`src/hdl/tti_pkg.sv`:
```
// ----------------------------------------------------------------------------
// tti_pkg
// Shared types, codes and helpers of the trajectory table interpolator.
// ----------------------------------------------------------------------------
`default_nettype none

package tti_pkg;

  localparam int DEF_TABLE_DEPTH = 256;
  localparam int DEF_FRAC_BITS   = 16;

  // result status codes
  localparam logic [1:0] ST_OK      = 2'd0;
  localparam logic [1:0] ST_LIMIT   = 2'd1;
  localparam logic [1:0] ST_ZERODIV = 2'd2;

  // configuration register indexes
  localparam logic [1:0] REG_ENTRIES = 2'd0;
  localparam logic [1:0] REG_LIMIT   = 2'd1;

  // input item kinds
  localparam logic OPN_LOAD  = 1'b0;
  localparam logic OPN_QUERY = 1'b1;

  // one table entry as held in memory
  typedef struct packed {
    logic signed [31:0] offset;
    logic signed [31:0] tstamp;
    logic signed [31:0] position;
  } entry_t;

  // divider request and response
  typedef struct packed {
    logic               start;
    logic signed [63:0] num;
    logic signed [31:0] den;
  } div_req_t;

  typedef struct packed {
    logic               done;
    logic signed [31:0] quot;
  } div_rsp_t;

  typedef enum logic [3:0] {
    S_IDLE, S_SFIRST, S_SCAN, S_SLOPE, S_MUL, S_DGO, S_DWAIT,
    S_WALK, S_SEG, S_OUT
  } state_t;

  typedef enum logic [2:0] {
    OP_INIT, OP_SPEED, OP_ORATE, OP_PPOS, OP_POFF
  } op_t;

  // clamp a wide signed value to the signed 32-bit range
  function automatic logic signed [31:0] sat32(input logic signed [65:0] v);
    logic signed [31:0] r;
    if (v > 66'sh0_7FFF_FFFF) begin
      r = 32'sh7FFF_FFFF;
    end else if (v < -66'sh0_8000_0000) begin
      r = -32'sh8000_0000;
    end else begin
      r = v[31:0];
    end
    return r;
  endfunction

endpackage

`default_nettype wire

```
`src/hdl/tti_div.sv`:
```
// ----------------------------------------------------------------------------
// tti_div
// Signed 64 by 32 divider, one quotient bit a cycle, truncating toward zero,
// quotient saturated to 32 bits.
// ----------------------------------------------------------------------------
`default_nettype none

module tti_div
  import tti_pkg::*;
(
  input  wire logic     clk,
  input  wire logic     rst,
  input  wire div_req_t req,
  output div_rsp_t      rsp
);

  logic        busy;
  logic        done;
  logic [5:0]  cnt;
  logic [63:0] nmag;
  logic [31:0] dmag;
  logic [32:0] rem;
  logic [63:0] q;
  logic        neg;
  logic [32:0] rem_sh;
  logic        fits;

  assign rem_sh = {rem[31:0], nmag[63]};

  // control
  always_ff @(posedge clk) begin
    if (rst) begin
      busy <= 1'b0;
      done <= 1'b0;
      cnt  <= '0;
    end else begin
      done <= 1'b0;
      if (req.start) begin
        busy <= 1'b1;
        cnt  <= '0;
      end else if (busy) begin
        cnt <= cnt + 6'd1;
        if (cnt == 6'd63) begin
          busy <= 1'b0;
          done <= 1'b1;
        end
      end
    end
  end

  // restoring shift-subtract datapath
  always_ff @(posedge clk) begin
    if (req.start) begin
      nmag <= req.num[63] ? 64'(-req.num) : 64'(req.num);
      dmag <= req.den[31] ? 32'(-req.den) : 32'(req.den);
      neg  <= req.num[63] ^ req.den[31];
      rem  <= '0;
      q    <= '0;
    end else if (busy) begin
      nmag <= {nmag[62:0], 1'b0};
      if (rem_sh >= {1'b0, dmag}) begin
        rem <= rem_sh - {1'b0, dmag};
        q   <= {q[62:0], 1'b1};
      end else begin
        rem <= rem_sh;
        q   <= {q[62:0], 1'b0};
      end
    end
  end

  // sign and saturate
  assign fits = (q[63:31] == '0);
  always_comb begin
    rsp.done = done;
    if (!fits) begin
      rsp.quot = neg ? -32'sh8000_0000 : 32'sh7FFF_FFFF;
    end else begin
      rsp.quot = neg ? -$signed(q[31:0]) : $signed(q[31:0]);
    end
  end

endmodule

`default_nettype wire

```
`config.mk`:
```
export PLATFORM = sky130hd
export DESIGN_NAME = tti_div
export DESIGN_NICKNAME = d
export VERILOG_FILES = /design/src/hdl/tti_pkg.sv /design/src/hdl/tti_div.sv
export SDC_FILE = /design/constraint.sdc
export NUM_CORES = 1
export LEC_CHECK = 0
export BUFFER_PORTS_ARGS = -buffer_cell sky130_fd_sc_hd__buf_2
export CAP_MARGIN = 20
export CORE_ASPECT_RATIO = 1.25
export CORE_MARGIN = 3
export CORE_UTILIZATION = 50
export DETAILED_ROUTE_END_ITERATION = 7
export GPL_TIMING_DRIVEN = 0
export PLACE_DENSITY = 0.7
export SLEW_MARGIN = 10
export SYNTH_ARGS = -nofsm -noshare
export SYNTH_HDL_FRONTEND = slang
export SYNTH_SLANG_ARGS = --single-unit
```
`constraint.sdc`:
```
create_clock -name clk -period 4.1 [get_ports clk]
set_input_delay 0.205 -clock clk [delete_from_list [all_inputs] [get_ports clk]]
set_output_delay 0.205 -clock clk [all_outputs]
set_load 0.03 [all_outputs]
```
Word-level counts from Yosys, hierarchy flattened
Cells that the tools add are included.
- add/sub/neg operators: 5
- $lt $le $gt $ge: 1
- eq/ne operators: 1
- mux-type cells: 13
- bitwise logic cells: 2
- reduce and logical (&&, ||, !) cells: 4
- operators with widths (cell ; number):
    64-bit two-way mux ; 3
    32-bit two-way mux ; 4
    32-bit negation ; 2
    64-bit negation ; 1
    33-bit by 32-bit >= comparator with 1-bit output ; 1
    33-bit logical NOT ; 1
    32-bit subtractor ; 1
    31-bit two-way mux ; 1
    6-bit by 1-bit adder with 6-bit output (second input constant) ; 1
    6-bit == test (second input constant) ; 1
    1-bit two-way mux ; 5
    3-bit OR reduction ; 1
    2-bit nonzero test ; 1
    2-bit OR reduction ; 1
    1-bit inverter ; 1
    1-bit XOR ; 1
- register bits after elaboration: 201
- bits of input ports: 99

Logic depth before layout (Yosys ltp)
Gate-level depths: netlist of the first run.
- depth after elaboration: 4
- depth in mapped cells: 14
- mapped depth without buffers: 13

Worst setup path before layout of the first run
OpenSTA, ideal clock, no wires.
- path kind: register -> output
- start point: register q[6]
- end point: output rsp[29] in the netlist's numbering
- data arrival time: 3537 ps
- data required time: 3895 ps
- slack: 358 ps
- stages on the path, launching flop included: 12
- path buffers: 2
- path through: dfxtp_1 buf_2 or3_1 or4_1 or4_1 or3_1 or3_1 or3_1 clkbuf_1 o41ai_1 nand2_1 o311ai_0
- RTL lines (what ; line ; RTL):
    start: declaration ; tti_div.sv:23 ; logic [63:0] q;
    start signal: assignment ; tti_div.sv:63 ; q <= {q[62:0], 1'b1};
    start signal: assignment ; tti_div.sv:66 ; q <= {q[62:0], 1'b0};
    end: declaration ; tti_div.sv:14 ; output div_rsp_t rsp

==> flow_summary.json, run 1 <==
{
  "drt_iter0_markers": 500,
  "multi_input_area_um2": 6680,
  "slowest_delay_ns": 0.50,
  "overflow": 0,
  "highest_layer": "met4",
  "drv_cap": 0,
  "start_util_pct": 50.9,
  "worst_ep_arrival_time_ns": 3.86,
  "core-area_um2": 23700,
  "wl_met3_mm": 1.70,
  "drt-total-wl_mm": 30.0,
  "worst_slack_ns": 0.0320,
  "grt_max_degree": 65,
  "finClkSkew_ns": 0.0116,
  "n_antenna_cell": 0,
  "grt_pass1_vias": 10363,
  "synth_edf_count": 97,
  "finalSetupViolCount": 0,
  "period_needed_ns": 4.07,
  "syn_area_um2": 12100,
  "ys_warn_count": 0,
  "p_per_area_nw_per_um2": 399,
  "slew_viol_final": 0,
  "hp-class": "in -> reg",
  "holdWs_ns": 0.0112,
  "cts_buffers": 22,
  "run_status": "completed",
  "syn_avg_cell_area_um2": 8.91,
  "layout-drive-gt1-share_pct": 13.6,
  "io_pins": 132,
  "grt_use_total_pct": 22.3,
  "met2_length_mm": 14.4,
  "synthCells": 1356,
  "async_reset_ff_share_pct": 0,
  "crit_chain": "or3_4, or4_4, or4_4, or3_4, or3_4, or3_4, o41ai_2, nand2_1, o311ai_1, buf_4",
  "layout_commonest_cell": "nor2_1",
  "yosysUniqueCellTypes": 54,
  "rows": 63,
  "cts.sinks": 201,
  "vias_per_cell": 5.66,
  "critical_path.max_fanout": 6,
  "fmax_mhz": 246,
  "met1Wirelength_mm": 12.9,
  "h-tree-depth": 1,
  "cp.required_ns": 3.89,
  "fin_nets": 1655,
  "grt_pass1_wl_mm": 49.8,
  "syn-num-nets": 1492,
  "clk_pin_slew_ns": 0.06,
  "fin_crit_sh_pct": 99.2,
  "peakVddDrop_uv": 266,
  "start_kind": "register",
  "firstDrtPassIters": 6,
  "leakage_nw": 5.80,
  "critPathSlowestCell": "or4_4",
  "yosysSeqAreaShare_pct": 41.3,
  "layout_common_cells": "200 x nor2_1, 129 x buf_2, 111 x nand2_1",
  "rsz0062_at_grt": "true",
  "dpl.hpwl_mm": 21.5,
  "seq_area_um2": 5000,
  "num-fill-cells": 2126,
  "relSlewSlack_pct": 43.8,
  "wl_per_cell_um": 16.1,
  "die_y_um": 180,
  "cts_max_path_buffers": 3,
  "antenna_found_initial": 0,
  "tightest_slew_ns": 0.842,
  "drc": 0,
  "final_area_um2": 14100,
  "dp_slack_ns": -0.0372,
  "ys.flop_type": "dfxtp_1",
  "ant_nets": 0,
  "die_area_um2": 26100,
  "portBuffers": 130,
  "syn_to_final_growth_pct": 16.8,
  "crit_type": "reg -> out",
  "final-hold-violation-count": 0,
  "worstSetupEndpointType": "primary output",
  "cts_root_buf": "clkbuf_16",
  "gp_congestion": 0.924,
  "clock_latency_ns": 0.51,
  "die_w_um": 145,
  "cp_common_cell": "or3_4",
  "vias": 10520,
  "cts_tree": "yes",
  "ys_ff_latch": 201,
  "placed_area_um2": 13200
}
cell usage after synthesis, types with 2 or more instances:
master	count	area, um^2
o21ai_0	64	320
inv_1	57	214
nor3_1	17	85.1
nor3b_1	2	15.0
dfxtp_1	104	2080
o311ai_0	13	114
o41ai_1	21	184
nor2b_1	5	31.3
or2_1	2	12.5
a21o_1	16	120
nor4_1	18	113
nand4_1	8	50.1
mux2_2	4	45.0
ha_1	36	450
a31oi_1	5	31.3
and3_1	3	18.8
buf_1	9	33.8
edfxtp_1	97	2910
o211ai_1	5	37.5
or4_4	3	33.8
a211oi_1	42	315
nor2_1	200	751
clkbuf_1	62	233
o41ai_2	2	32.5
nand2_1	111	417
and2_1	3	18.8
xor2_1	78	683
mux2i_1	91	911
o21a_1	2	15.0
a21oi_1	100	500
o31ai_1	30	225
or2_2	10	62.6
or3_1	30	188
xnor2_1	48	420
nand3b_1	2	15.0
nand3_1	14	70.1
o22ai_1	4	25.0
buf_2	2	10.0
or4_1	13	97.6
nand2b_1	8	50.1
nand4b_1	2	17.5
per-layer routing:
layer	GRT usage (%)	up-vias
li1	-	5198
met1	28.5	4951
met2	38.8	311
met3	3.08	60
met4	8.25	0
met5	0	-
critical path, delay by kind of cell, from the launching register on:
family | cells | cell delay, ns
AND/OR/NAND/NOR | 7 | 2.49
flip-flops | 1 | 0.34
AO/OA/AOI/OAI | 2 | 0.33
buffers and inverters | 1 | 0.21
stage by stage:
| step | utilization, % | setup TNS, ns | power [W] | instances |
|---|---|---|---|---|
| after floorplan | - | 0 | 0.00324 | 1356 |
| after global placement | 55.4 | -0.0879 | 0.00356 | 1811 |
| after detailed placement | 55.5 | -0.176 | 0.00358 | 1812 |
| after CTS | 59.3 | -0.0315 | 0.00567 | 1857 |
| after global routing | 59.5 | -0.325 | 0.00592 | 1860 |
| final | 59.5 | 0 | 0.00564 | 1860 |
registers in the layout, indices dropped and copies added (netlist names):
register / cells
rem: 32
q: 64
dmag: 32
done: 1
neg: 1
cnt: 6
busy: 1
nmag: 64
path summary, 6_finish.rpt:
check | start | slack (ns) | cells after the start | to
worst max-delay path | q[6] | 0.03 | 10 | rsp[29]
worst min-delay path | req[20] | 0.01 | 2 | dmag[20]
worst max register to register | dmag[2] | 0.26 | 13 | rem[19]
worst min register to register | rem[31] | 0.50 | 2 | rem[31]
area by class of cell:
cell class                 instances  share of cell area, %
clock buffer                      33                   5.00
multi-input combinational       1024                   47.3
sequential                       201                   35.4
tap                              325                   2.88
buffer                            72                   1.96
inverter                          57                   1.52
clock inverter                     7                  0.434
timing repair buffer             141                   5.49
report_power, final:
part           internal (W)  switching, W  leakage, nW
logic              0.000488      0.000753         3.62
clock network       0.00125      0.000813        0.384
registers           0.00227     0.0000590         1.80
cells by family after synthesis:
group | after synthesis | synth area share, %
flops | 201 | 41.3
compound gates | 312 | 16.5
mux | 95 | 7.91
xor+xnor | 126 | 9.13
buf+inv | 131 | 4.12
fa+ha+maj | 37 | 3.89
simple gates | 454 | 17.2
what timing repair did:
action | CTS | global route
endpoints found under the setup margin | 15 | 13
hold endpoints to repair | 6 | 1
resized for setup | 17 | 7
buffers inserted | 1 | 2
hold buffers | 6 | 1
gates cloned | 0 | 0
pin swaps | 1 | 2
No activity file was read; power rests on OpenSTA's default activity.
==> inputs of run 2 (changes only) <==
--- a/config.mk
+++ b/config.mk
@@ -5,6 +5,7 @@
 export SDC_FILE = /design/constraint.sdc
 export NUM_CORES = 1
 export LEC_CHECK = 0
+export ABC_AREA = 1
 export BUFFER_PORTS_ARGS = -buffer_cell sky130_fd_sc_hd__buf_2
 export CAP_MARGIN = 20
 export CORE_ASPECT_RATIO = 1.25
@@ -12,7 +13,7 @@
 export CORE_UTILIZATION = 50
 export DETAILED_ROUTE_END_ITERATION = 7
 export GPL_TIMING_DRIVEN = 0
-export PLACE_DENSITY = 0.7
+export PLACE_DENSITY = 0.69
 export SLEW_MARGIN = 10
 export SYNTH_ARGS = -nofsm -noshare
 export SYNTH_HDL_FRONTEND = slang
==> run 2 against run 1 <==
Effect of this change:
- cell area up 15%
- global-route usage up 6.0 points
- setup slack better by 1.1 ns
- sequential power down 2%
- largest power group unchanged
- power down 10%
- synthesized area up 18%
==> flow_summary.json, run 2 <==
{
  "run_status": "completed",
  "whs_path_depth": 2,
  "die_w_um": 157,
  "top_regs": "nmag: 64 flops, q: 64 flops",
  "grt_use_total_pct": 28.3,
  "vias_per_cell": 5.37,
  "dpl.hpwl_mm": 35.0,
  "leakage_nw": 7.94,
  "yosysSeqAreaShare_pct": 35.0,
  "drc": 0,
  "finClkSkew_ns": 0.0202,
  "drt_iter0_markers": 959,
  "clkPwrFrac_pct": 40.5,
  "die_y_um": 195,
  "syn_area_um2": 14300,
  "grt_max_degree": 45,
  "slowest_delay_ns": 0.30,
  "cts_root_buf": "clkbuf_16",
  "io_pins": 132,
  "critPathSlowestCell": "dfxtp_1",
  "period_needed_ns": 3.00,
  "ff2ff_path_depth": 15,
  "cp_common_cell": "nand2_1",
  "layout_commonest_cell": "nand2_1",
  "syn_avg_cell_area_um2": 6.70,
  "rows": 68,
  "postCtsSetupBuffers": 0,
  "gp_congestion": 0.995,
  "synth_top_area_share_pct": 20.4,
  "p_per_area_nw_per_um2": 312,
  "worst_ep_arrival_time_ns": 2.79,
  "yosysUniqueCellTypes": 48,
  "syn_to_final_growth_pct": 13.6,
  "syn-num-nets": 2268,
  "synth.largest_area_cell": "edfxtp_1",
  "final-hold-violation-count": 0,
  "drv_cap": 0,
  "rrSetupSlack_ns": 1.53,
  "antenna_found_initial": 1,
  "slew_viol_final": 0,
  "wl_per_cell_um": 16.6,
  "synth_common_cells": "628 x nand2_1, 310 x inv_1, 242 x nor2_1, 157 x nand3_1, 104 x dfxtp_1",
  "cp.required_ns": 3.89,
  "grt_pass1_vias": 14017,
  "ys.flop_type": "dfxtp_1",
  "cp.depth": 13,
  "die_area_um2": 30700,
  "clock_latency_ns": 0.52,
  "ant_nets": 0,
  "crit_chain": "inv_1, ha_1, inv_1, nor2_2, nand3_1, nor2_1, nand2_1, nor3_1, nand3_1, nand2_1, nand2_1, nand2_1, buf_2",
  "firstDrtPassIters": 5,
  "netSwitchingPower_w": 0.00139,
  "power_frac_comb_pct": 14.6,
  "min_to": "dmag[25]",
  "vias": 14295,
  "power_report.internal_total_w": 0.00368,
  "switching_share_pct": 27.4,
  "ys_ff_latch": 201,
  "synth_edf_count": 97,
  "tightest_slew_ns": 0.957,
  "fin_nets": 2432,
  "cts_max_path_buffers": 3,
  "layout-drive-gt1-share_pct": 11.5,
  "cts_tree": "yes",
  "rsz0062_at_grt": "false",
  "synthCells": 2132,
  "relSlewSlack_pct": 36.2,
  "hp-start": "req[25]",
  "setup_tns_ns": 0,
  "overflow": 0,
  "clk_pin_slew_ns": 0.06,
  "placed_area_um2": 15400,
  "cts.sinks": 201,
  "final_area_um2": 16200,
  "seqPwrFrac_pct": 44.9,
  "crit_type": "reg -> out",
  "ys_warn_count": 0,
  "synth_area_leaders": "edfxtp_1 20%, nand2_1 16%, dfxtp_1 15%",
  "hp-class": "in -> reg",
  "path_delay_family": "simple AND/OR/NAND/NOR gates",
  "portBuffers": 131,
  "async_reset_ff_share_pct": 0,
  "yosysMostFrequentCell": "nand2_1",
  "start_util_pct": 51.2,
  "post-route-util_pct": 58.2,
  "core-area_um2": 27900,
  "drt-total-wl_mm": 44.2,
  "reg2reg_to": "rem[28]",
  "start_kind": "register",
  "critical_path.max_fanout": 5,
  "cts_buffers": 23,
  "cts_resized": 0,
  "grt_pass1_wl_mm": 69.9,
  "timing.rr.start": "nmag[63]",
  "fin_crit_sh_pct": 73.1,
  "layout_common_cells": "628 x nand2_1, 310 x inv_1, 242 x nor2_1",
  "h-tree-depth": 1,
  "worstSetupEndpointType": "primary output",
  "cts_hold_buf": 7,
  "fmax_mhz": 333,
  "finalSetupViolCount": 0,
  "peakVddDrop_uv": 273,
  "path_buf_inv": 3
}
run 2: layout make-up:
cell class / count / area [um^2]
clock inverters: 9 / 82.6
multi-input cells: 1545 / 7770
fillers: 2775 / 11700
flip-flops and latches: 201 / 4990
inverters: 320 / 1200
clock buffers: 32 / 671
diodes: 1 / 2.50
plain buffers: 66 / 323
repair buffers: 139 / 746
well taps: 350 / 438
run 2: kinds of logic (layout without fill, tap and decap cells):
kind of cell	after synthesis	count (layout)	synth area share [%]
AND/OR/NAND/NOR	1189	1189	36.3
buffers and inverters	386	566	10.6
AO/OA/AOI/OAI	227	227	9.21
flip-flops	201	201	35.0
XOR/XNOR	92	92	5.64
adder cells (fa/ha/maj)	37	37	3.29
other	0	1	0
run 2: power groups by stage:
stage	registers [W]	logic, W	clock network [W]
after detailed placement	0.00232	0.000724	0
final	0.00228	0.000739	0.00205
after global placement	0.00232	0.000711	0
after CTS	0.00228	0.000734	0.00210
after global routing	0.00229	0.000823	0.00216
after floorplan	0.00231	0.000466	0
run 2: worst reg2reg max path, stage by stage (launching register included):
cell	delay, ns
edfxtp_1	0.33
inv_1	0.07
ha_1	0.23
fa_1	0.43
inv_1	0.12
nand3_1	0.08
nand3_1	0.19
nand2_1	0.08
nand2_1	0.19
nand2_1	0.10
nand2_1	0.15
nand3_1	0.19
nand3_1	0.12
nand3_1	0.08
nand2_1	0.07
nand2_1	0.04
run 2: metrics by stage:
step	hold WS, ns	instances	setup slack [ns]	total power [W]
after floorplan	0.304	2132	0.805	0.00277
after global placement	0.447	2613	-0.649	0.00303
after detailed placement	0.448	2614	1.48	0.00304
after CTS	0.0111	2662	1.12	0.00511
after global routing	0.0239	2663	0.871	0.00527
final	0.0285	2663	1.10	0.00507
run 2: how the worst max path moves through the flow:
| stage | end | startpoint | slack [ns] |
|---|---|---|---|
| final | rsp[28] | q[0] | 1.10 |
| after global routing | rsp[28] | q[0] | 0.87 |
| after CTS | rsp[28] | q[0] | 1.12 |
| after detailed placement | nmag[35] | req[96] | 1.48 |
| after global placement | nmag[16] | req[96] | -0.65 |
| after floorplan | nmag[0] | busy | 0.81 |
run 2: layer usage:
metal | vias to the layer above | global-route usage [%] | share of wire (%)
met5 | - | 0 | 0
li1 | 7219 | - | -
met2 | 402 | 50.7 | 51
met1 | 6567 | 34.3 | 40
met4 | 0 | 12.7 | 4.6
met3 | 107 | 2.35 | 4.3
